--- src/hw/rtl/u64dd_pkg.sv ---
// Package for the 64-bit binary to decimal digit converter.
// Holds the shared widths, codes and the status struct; no dependencies.
`timescale 1ns / 1ps

package u64dd_pkg;

  localparam int unsigned BinW     = 64;
  localparam int unsigned NumDigits = 20;
  localparam int unsigned BcdW     = 4 * NumDigits;
  localparam int unsigned StepW    = $clog2(BinW + 1);
  localparam int unsigned DigCntW  = $clog2(NumDigits + 1);
  localparam int unsigned CharW    = 6;

  // Character code of the digit zero, trimmed to the output width.
  localparam logic [CharW-1:0] CHAR_ZERO = 6'd48;

  typedef struct packed {
    logic busy;
    logic done;
  } dd_status_t;

endpackage

--- src/hw/rtl/u64dd_dabble.sv ---
// Iterative shift-and-add-3 converter from a 64-bit binary word to 20 BCD digits.
// Depends on u64dd_pkg for widths and the status struct.
`timescale 1ns / 1ps

module u64dd_dabble import u64dd_pkg::*; (
  input  logic               clk,
  input  logic               rst_n,
  input  logic               start,
  input  logic [BinW-1:0]    value,
  output dd_status_t         status,
  output logic [BcdW-1:0]    bcd
);

  logic [BinW-1:0]  bin_r, bin_nxt;
  logic [BcdW-1:0]  bcd_r, bcd_nxt;
  logic [StepW-1:0] cnt_r, cnt_nxt;
  logic             busy_r, busy_nxt;
  logic             done_r, done_nxt;
  logic [BcdW-1:0]  adj;

  // Every digit of five or more gets three added before the shift.
  always_comb begin
    for (int i = 0; i < NumDigits; i++) begin
      if (bcd_r[4*i +: 4] >= 4'd5) begin
        adj[4*i +: 4] = bcd_r[4*i +: 4] + 4'd3;
      end else begin
        adj[4*i +: 4] = bcd_r[4*i +: 4];
      end
    end
  end

  always_comb begin
    bin_nxt  = bin_r;
    bcd_nxt  = bcd_r;
    cnt_nxt  = cnt_r;
    busy_nxt = busy_r;
    done_nxt = 1'b0;
    if (start && !busy_r) begin
      bin_nxt  = value;
      bcd_nxt  = '0;
      cnt_nxt  = StepW'(BinW);
      busy_nxt = 1'b1;
    end else if (busy_r) begin
      bcd_nxt = {adj[BcdW-2:0], bin_r[BinW-1]};
      bin_nxt = {bin_r[BinW-2:0], 1'b0};
      cnt_nxt = cnt_r - StepW'(1);
      if (cnt_r == StepW'(1)) begin
        busy_nxt = 1'b0;
        done_nxt = 1'b1;
      end
    end
  end

  always_ff @(posedge clk) begin
    bin_r <= bin_nxt;
    bcd_r <= bcd_nxt;
    cnt_r <= cnt_nxt;
    if (!rst_n) begin
      busy_r <= 1'b0;
      done_r <= 1'b0;
    end else begin
      busy_r <= busy_nxt;
      done_r <= done_nxt;
    end
  end

  assign status.busy = busy_r;
  assign status.done = done_r;
  assign bcd         = bcd_r;

endmodule

--- src/hw/rtl/uint64_to_decimal_digits.sv ---
// Top level of the 64-bit unsigned to decimal digit converter.
// Depends on u64dd_pkg and instantiates u64dd_dabble.
`timescale 1ns / 1ps

// One request carries a 64-bit unsigned value; the block answers with one
// result request per decimal digit, most significant first, without leading
// zeros (zero gives a single '0'), each digit as its character code 48..57 and
// with out_is_last set on the final digit. The block works on one value at a
// time: in_stall is high from the accepting edge until the last digit has been
// taken. A value passes through the shift-and-add-3 converter (one input
// bit per cycle), hands its 20 BCD digits to the output shifter, then
// drops the skipped leading zeros one per cycle and holds each digit shown
// until the receiver takes it, so with no output stall the time a value
// takes does not depend on its digit count. The converter's single add-3
// row and the output shift register set the time per value.

module uint64_to_decimal_digits import u64dd_pkg::*; (
  input  logic              clk,
  input  logic              rst_n,
  input  logic              in_valid,
  output logic              in_stall,
  input  logic [BinW-1:0]   in_value,
  output logic              out_valid,
  input  logic              out_stall,
  output logic [CharW-1:0]  out_digit_char,
  output logic              out_is_last
);

  localparam logic [1:0] ST_IDLE = 2'd0;
  localparam logic [1:0] ST_CONV = 2'd1;
  localparam logic [1:0] ST_EMIT = 2'd2;

  logic [1:0]         state_r, state_nxt;
  logic [BcdW-1:0]    dig_r, dig_nxt;
  logic [DigCntW-1:0] left_r, left_nxt;
  logic               started_r, started_nxt;

  logic               in_acc;
  dd_status_t         conv_status;
  logic [BcdW-1:0]    conv_bcd;
  logic [3:0]         top_dig;
  logic               last_pos;
  logic               show;

  assign in_stall = (state_r != ST_IDLE);
  assign in_acc   = in_valid && !in_stall;

  u64dd_dabble u_dabble (
    .clk    (clk),
    .rst_n  (rst_n),
    .start  (in_acc),
    .value  (in_value),
    .status (conv_status),
    .bcd    (conv_bcd)
  );

  // The digit being looked at is always the top nibble of the shifter.
  // A digit is shown once any nonzero digit has been seen, or when it is
  // the units digit, so that zero still produces one '0'.
  assign top_dig  = dig_r[BcdW-1 -: 4];
  assign last_pos = (left_r == DigCntW'(1));
  assign show     = started_r || (top_dig != 4'd0) || last_pos;

  assign out_valid      = (state_r == ST_EMIT) && show;
  assign out_digit_char = CHAR_ZERO | {2'b00, top_dig};
  assign out_is_last    = last_pos;

  always_comb begin
    state_nxt   = state_r;
    dig_nxt     = dig_r;
    left_nxt    = left_r;
    started_nxt = started_r;
    case (state_r)
      ST_IDLE: begin
        if (in_acc) begin
          state_nxt = ST_CONV;
        end
      end
      ST_CONV: begin
        if (conv_status.done) begin
          dig_nxt     = conv_bcd;
          left_nxt    = DigCntW'(NumDigits);
          started_nxt = 1'b0;
          state_nxt   = ST_EMIT;
        end
      end
      ST_EMIT: begin
        // Leading zeros drop out one per cycle; a shown digit moves on
        // only when the receiver takes it.
        if (!show || !out_stall) begin
          dig_nxt  = {dig_r[BcdW-5:0], 4'd0};
          left_nxt = left_r - DigCntW'(1);
          if (show) begin
            started_nxt = 1'b1;
            if (last_pos) begin
              state_nxt = ST_IDLE;
            end
          end
        end
      end
      default: begin
        state_nxt = ST_IDLE;
      end
    endcase
  end

  always_ff @(posedge clk) begin
    dig_r  <= dig_nxt;
    left_r <= left_nxt;
    if (!rst_n) begin
      state_r   <= ST_IDLE;
      started_r <= 1'b0;
    end else begin
      state_r   <= state_nxt;
      started_r <= started_nxt;
    end
  end

endmodule
--- config.mk ---
export PLATFORM = sky130hd
export DESIGN_NAME = uint64_to_decimal_digits
export DESIGN_NICKNAME = d
export VERILOG_FILES = /design/src/hw/rtl/u64dd_pkg.sv /design/src/hw/rtl/u64dd_dabble.sv /design/src/hw/rtl/uint64_to_decimal_digits.sv
export SDC_FILE = /design/constraint.sdc
export NUM_CORES = 1
export LEC_CHECK = 0
export ABC_AREA = 0
export BUFFER_PORTS_ARGS = -buffer_cell sky130_fd_sc_hd__buf_2
export CAP_MARGIN = 20
export CORE_ASPECT_RATIO = 1.4
export CORE_MARGIN = 8
export CORE_UTILIZATION = 40
export DETAILED_ROUTE_END_ITERATION = 8
export SETUP_SLACK_MARGIN = 0.02
export SLEW_MARGIN = 20
export SYNTH_ARGS = -nofsm -noshare
export SYNTH_HDL_FRONTEND = slang
export SYNTH_SLANG_ARGS = --single-unit
--- constraint.sdc ---
create_clock -name clk -period 17.75 [get_ports clk]
set_input_delay 0.8875 -clock clk [delete_from_list [all_inputs] [get_ports clk]]
set_output_delay 0.8875 -clock clk [all_outputs]
set_load 0.02 [all_outputs]
-- Word-level counts from Yosys, hierarchy flattened
Index checks and enable logic that the tools add are counted.
- register bits: 241
- output and inout bits: 9
- logic and storage cells: 123
- add/sub/neg operators: 22
- $lt $le $gt $ge: 20
- equality and inequality tests: 9
- multiplexer cells: 42
- bitwise gates (word level): 2
- reduce and logical (&&, ||, !) cells: 19
- operators by type and width (cell ; count):
    $mux 80 ; 2
    $pmux 80 s2 ; 1
    $mux 64 ; 2
    $ge 4x3->1 const B ; 20
    $add 4x2->4 const B ; 19
    $mux 4 ; 19
    $mux 2 ; 5
    $mux 5 ; 2
    $pmux 5 s2 ; 1
    $eq 7x1->1 const B ; 1
    $mux 1 ; 7
    $sub 7x1->7 const B ; 1
    $ne 2x1->1 const B ; 3
    $pmux 2 s3 ; 1
    $reduce_bool 2->1 ; 3
    $eq 5x1->1 const B ; 1
    $reduce_and 5->1 ; 1
    $sub 5x1->5 const B ; 1
    $logic_not 1->1 ; 4
    $ne 2x2->1 const B ; 2
    $reduce_and 4->1 ; 1
    $reduce_bool 4->1 ; 1
    $add 3x2->3 const B ; 1
    $logic_and 1x1->1 ; 3
    other kinds (9) ; 12

-- Longest topological paths before layout
- depth after elaboration: 7
- depth in mapped cells: 6
- gate-level depth less buffers: 5

-- Modules after synthesis
A second synthesis with hierarchy kept.
- cell total of the unflattened synthesis: 1134
- area, all modules: 12036.5 um^2
- by module, submodules not included (module ; instances ; cells each ; area each (um^2) ; sequential area each (um^2)):
    u64dd_dabble ; 1 ; 753 ; 8146.6 ; 3703.6
    uint64_to_decimal_digits ; 1 ; 381 ; 3890.0 ; 2612.5

-- Worst setup path after synthesis
No wires, ideal clock.
- kind: register -> register
- from: register left_r[0]
- to: register dig_r[0], enable pin
- data arrival time: 5.567 ns
- data required time: 17.181 ns
- slack: 11.615 ns
- cell stages (with the launch flop): 5
- path buffers: 0
- period minus slack after synthesis: 6.135 ns
- path through: edfxtp_1 -> ha_1 -> nor4b_1 -> nor3_1 -> a2bb2oi_1
- word-level cells in the longest chain between the ends: 6
- ends and longest elaborated chain (what ; RTL line ; source):
    start: declaration ; uint64_to_decimal_digits.sv:35 ; logic [DigCntW-1:0] left_r, left_nxt;
    start signal: assignment ; uint64_to_decimal_digits.sv:109 ; left_r <= left_nxt;
    $eq 5x1->1 ; uint64_to_decimal_digits.sv:61 ; assign last_pos = (left_r == DigCntW'(1));
    via out_is_last ; uint64_to_decimal_digits.sv:26 ; output logic out_is_last
    $logic_or 1x1->1 ; uint64_to_decimal_digits.sv:62 ; assign show = started_r || (top_dig != 4'd0) || last_pos;
    $logic_not 1->1 ; uint64_to_decimal_digits.sv:90 ; if (!show || !out_stall) begin
    $logic_or 1x1->1 ; uint64_to_decimal_digits.sv:90 ;
    $ne 2x1->1 (no source line) ; n/a ;
    $reduce_and 3->1 (no source line) ; n/a ;
    end signal: assignment ; uint64_to_decimal_digits.sv:108 ; dig_r <= dig_nxt;
    end: declaration ; uint64_to_decimal_digits.sv:34 ; logic [BcdW-1:0] dig_r, dig_nxt;
The timed path passes the listed nets, and every way through them passes these cells.
A chain may end at the register's enable or synchronous reset.

-- Final worst setup path
- from: register left_r[1]
- to: output port out_valid
- word-level cells in the longest chain between the ends: 3
- ends and longest elaborated chain (what ; RTL line ; source):
    $eq 5x1->1 ; uint64_to_decimal_digits.sv:61 ;
    $logic_or 1x1->1 ; uint64_to_decimal_digits.sv:62 ;
    $logic_and 1x1->1 ; uint64_to_decimal_digits.sv:64 ; assign out_valid = (state_r == ST_EMIT) && show;
    end: declaration ; uint64_to_decimal_digits.sv:23 ; output logic out_valid,
Every way passes these cells.

==> metrics <==
outcome=finished, final reports clean; Ports=between 70 and 80; first-pass GRT wire length=~36 mm; port bufs=74; Worst EP arrival=roughly 2.2 ns; ys async rst share=0%; Core ar.=between 20000 and 30000 sq um; die area=~34000 sq um; hold bufs inserted after CTS=0; Worst Path Required=16.86 ns; final setup violation count=0; Root Buffer=clkbuf_16; CP delay by family, top=simple AND/OR/NAND/NOR gates; setup_tns=0 ns; total clock sinks=roughly 240; ratio of cells with drive above 1 in the final layout=17.4%; FP Rows=72; RSZ-0062 raised after global routing=no; worst slew pin tran=just over 1 ns; Buf/Inv on CP=2; drt first pass iters=4; initial antenna violation count=0; Max FO, Critical Path=3; worst-path cell chain=inv_1, ha_1, nor4b_1, nor3_1, nor2_1, buf_2; setup ws final=14.65 ns; EDFF count, synth=~150; H-tree depth=1; Syn Inst Count=1023; Yosys reg bits=about 240; diode count=0; Slew Limit Fails=0; sequential element share of the synthesized area=between 50% and 60%; Crit path largest cell delay=between 0.5 and 0.6 ns; final count of hold timing violations=0; Setup crit start kind=flip-flop; Post-Syn Area=about 11000 sq um; Worst Setup Path Type=reg -> out; DRT antenna net count=0; ys flop type=edfxtp_1; slew margin rel.=31.3%; syn_area_per_cell=~11 sq um; Die Span Y=about 210 um; Tcrit/Tclk final=between 15 and 20%; Yosys warning total=0; Synth cell types=41; total power=~1.3 mW; VDD IR max=around 0.063 mV; vias per cell=5.20; post-place instance area=11900 sq um; final instance area=between 10000 and 15000 sq um; GP Congestion=0.728; post-CTS setup buffer count=0; skew final=between 0.01 and 0.015 ns; Area Growth Syn to Fin=13.9%; Final nets=~1200; Tot GR Track Use=between 10% and 20%; final wirelength=around 22 mm; total power divided by cell area=a little over 100 nW/um^2; Worst setup EP type=primary output; GR Overflow Total=0; post-DP HPWL=~13 mm; pre-CTS WS=approximately 15 ns; via count=approximately 7600; die width=158 um; largest net degree at the start of global routing=119; cts repair resizes=0; Clock Latency Late Sink=0.53 ns; CP max-delay cell=nor4b_1; max-cap violations=0; # DRC=0; Achievable Freq=322 MHz; Initial Util=40.7%; Clock Pin Slew Worst Setup and Hold Paths=0.06 ns; vias in the first global route=~7600; HP Class=reg -> reg; Period minus WS final=3.10 ns; Leakage=about 4.8 nW; CTS buffer count=25; DRT iter0 DRCs=366; clk buf depth=3; CTS tree=yes; DR WL/cell=roughly 15 um
Yosys cell counts, drive strengths merged, types with 3 or more instances:
cell,count,area share [%]
a2111oi,22,1.7
a211oi,18,1.2
a21o,21,1.4
a21oi,3,0.13
a221o,40,3.6
a32o,19,1.7
and2,3,0.17
buf,23,1.1
clkbuf,39,1.3
dfxtp,92,16
edfxtp,149,40
ha,44,4.9
inv,49,1.6
mux2,64,6.4
nand2,195,6.5
nand2b,21,1.2
nand3,22,0.98
nor2,33,1.1
nor2b,21,1.2
nor3,4,0.18
o21ai,98,4.4
xnor2,23,1.8
flip-flops by register name, indices dropped and copies added, names as in the netlist:
name             count
u_dabble.bin_r      64
u_dabble.bcd        80
state_r              2
u_dabble.cnt_r       7
started_r            1
u_dabble.busy_r      1
u_dabble.done_r      1
dig_r               80
left_r               5
through the flow:
| stage | hold WS (ns) | std cells | util, % |
|---|---|---|---|
| finish | 0.481 | 1460 | 46.4 |
| global route | 0.515 | 1460 | 46.4 |
| CTS | 0.478 | 1459 | 46.2 |
| detailed placement | 0.471 | 1413 | 43.1 |
| global placement | 0.445 | 1413 | 43.1 |
| floorplan | 0.422 | 1024 | - |
power breakdown:
part	internal (mW)	switching [mW]
Sequential	0.629	0.0173
Combinational	0.0431	0.0498
Clock	0.333	0.221
routing by layer:
metal	global-route usage (%)	share of wire (%)	vias to the layer above
met3	2.42	3.7	27
li1	-	-	3794
met4	3.76	1.8	0
met5	0	0	-
met2	22.1	50	115
met1	15.4	45	3660
worst paths after layout:
path                   startpoint                to  slack [ns]  cells past startpoint
setup / recovery        left_r[1]         out_valid       14.65                      6
hold / removal          started_r         started_r        0.48                      2
hold reg to reg         started_r         started_r        0.48                      2
setup reg to reg  u_dabble.busy_r  u_dabble.bcd[34]       15.13                      5
final cells by class:
cell class | count | area (sq um)
sequential | 241 | 6320
tap | 370 | 463
multi-input combinational | 671 | 4540
timing repair buffer | 82 | 454
clock inverter | 16 | 219
clock buffer | 30 | 644
inverter | 50 | 188
fill | 2562 | 14800
placed cells by master (no fill, tap or decap), drive strengths merged, types with 21 or more instances in the layout:
cell     count
nand2      195
edfxtp     149
o21ai       98
dfxtp       92
buf         82
mux2        64
inv         50
ha          44
a221o       40
nor2        33
clkbuf      30
xnor2       23
nand3       22
a2111oi     22
a21o        21
nand2b      21
nor2b       21
tightest hold or removal path, stage by stage (launching register included):
cell     delay (ns)
dfxtp_1        0.31
nand3_1        0.06
o41ai_1        0.06
logic make-up (layout without fill, tap and decap cells):
| group | count (synthesis) | in the layout | synth area share (%) |
|---|---|---|---|
| flip-flops | 241 | 241 | 56.1 |
| multiplexers | 66 | 66 | 6.58 |
| other | 1 | 2 | 0.0333 |
| adder cells (fa/ha/maj) | 44 | 44 | 4.89 |
| buffers and inverters | 112 | 178 | 4.07 |
| XOR/XNOR | 25 | 25 | 1.94 |
| AND/OR/NAND/NOR | 308 | 308 | 12.0 |
| AO/OA/AOI/OAI | 226 | 226 | 14.4 |
Power figures use the tool's default switching activity.
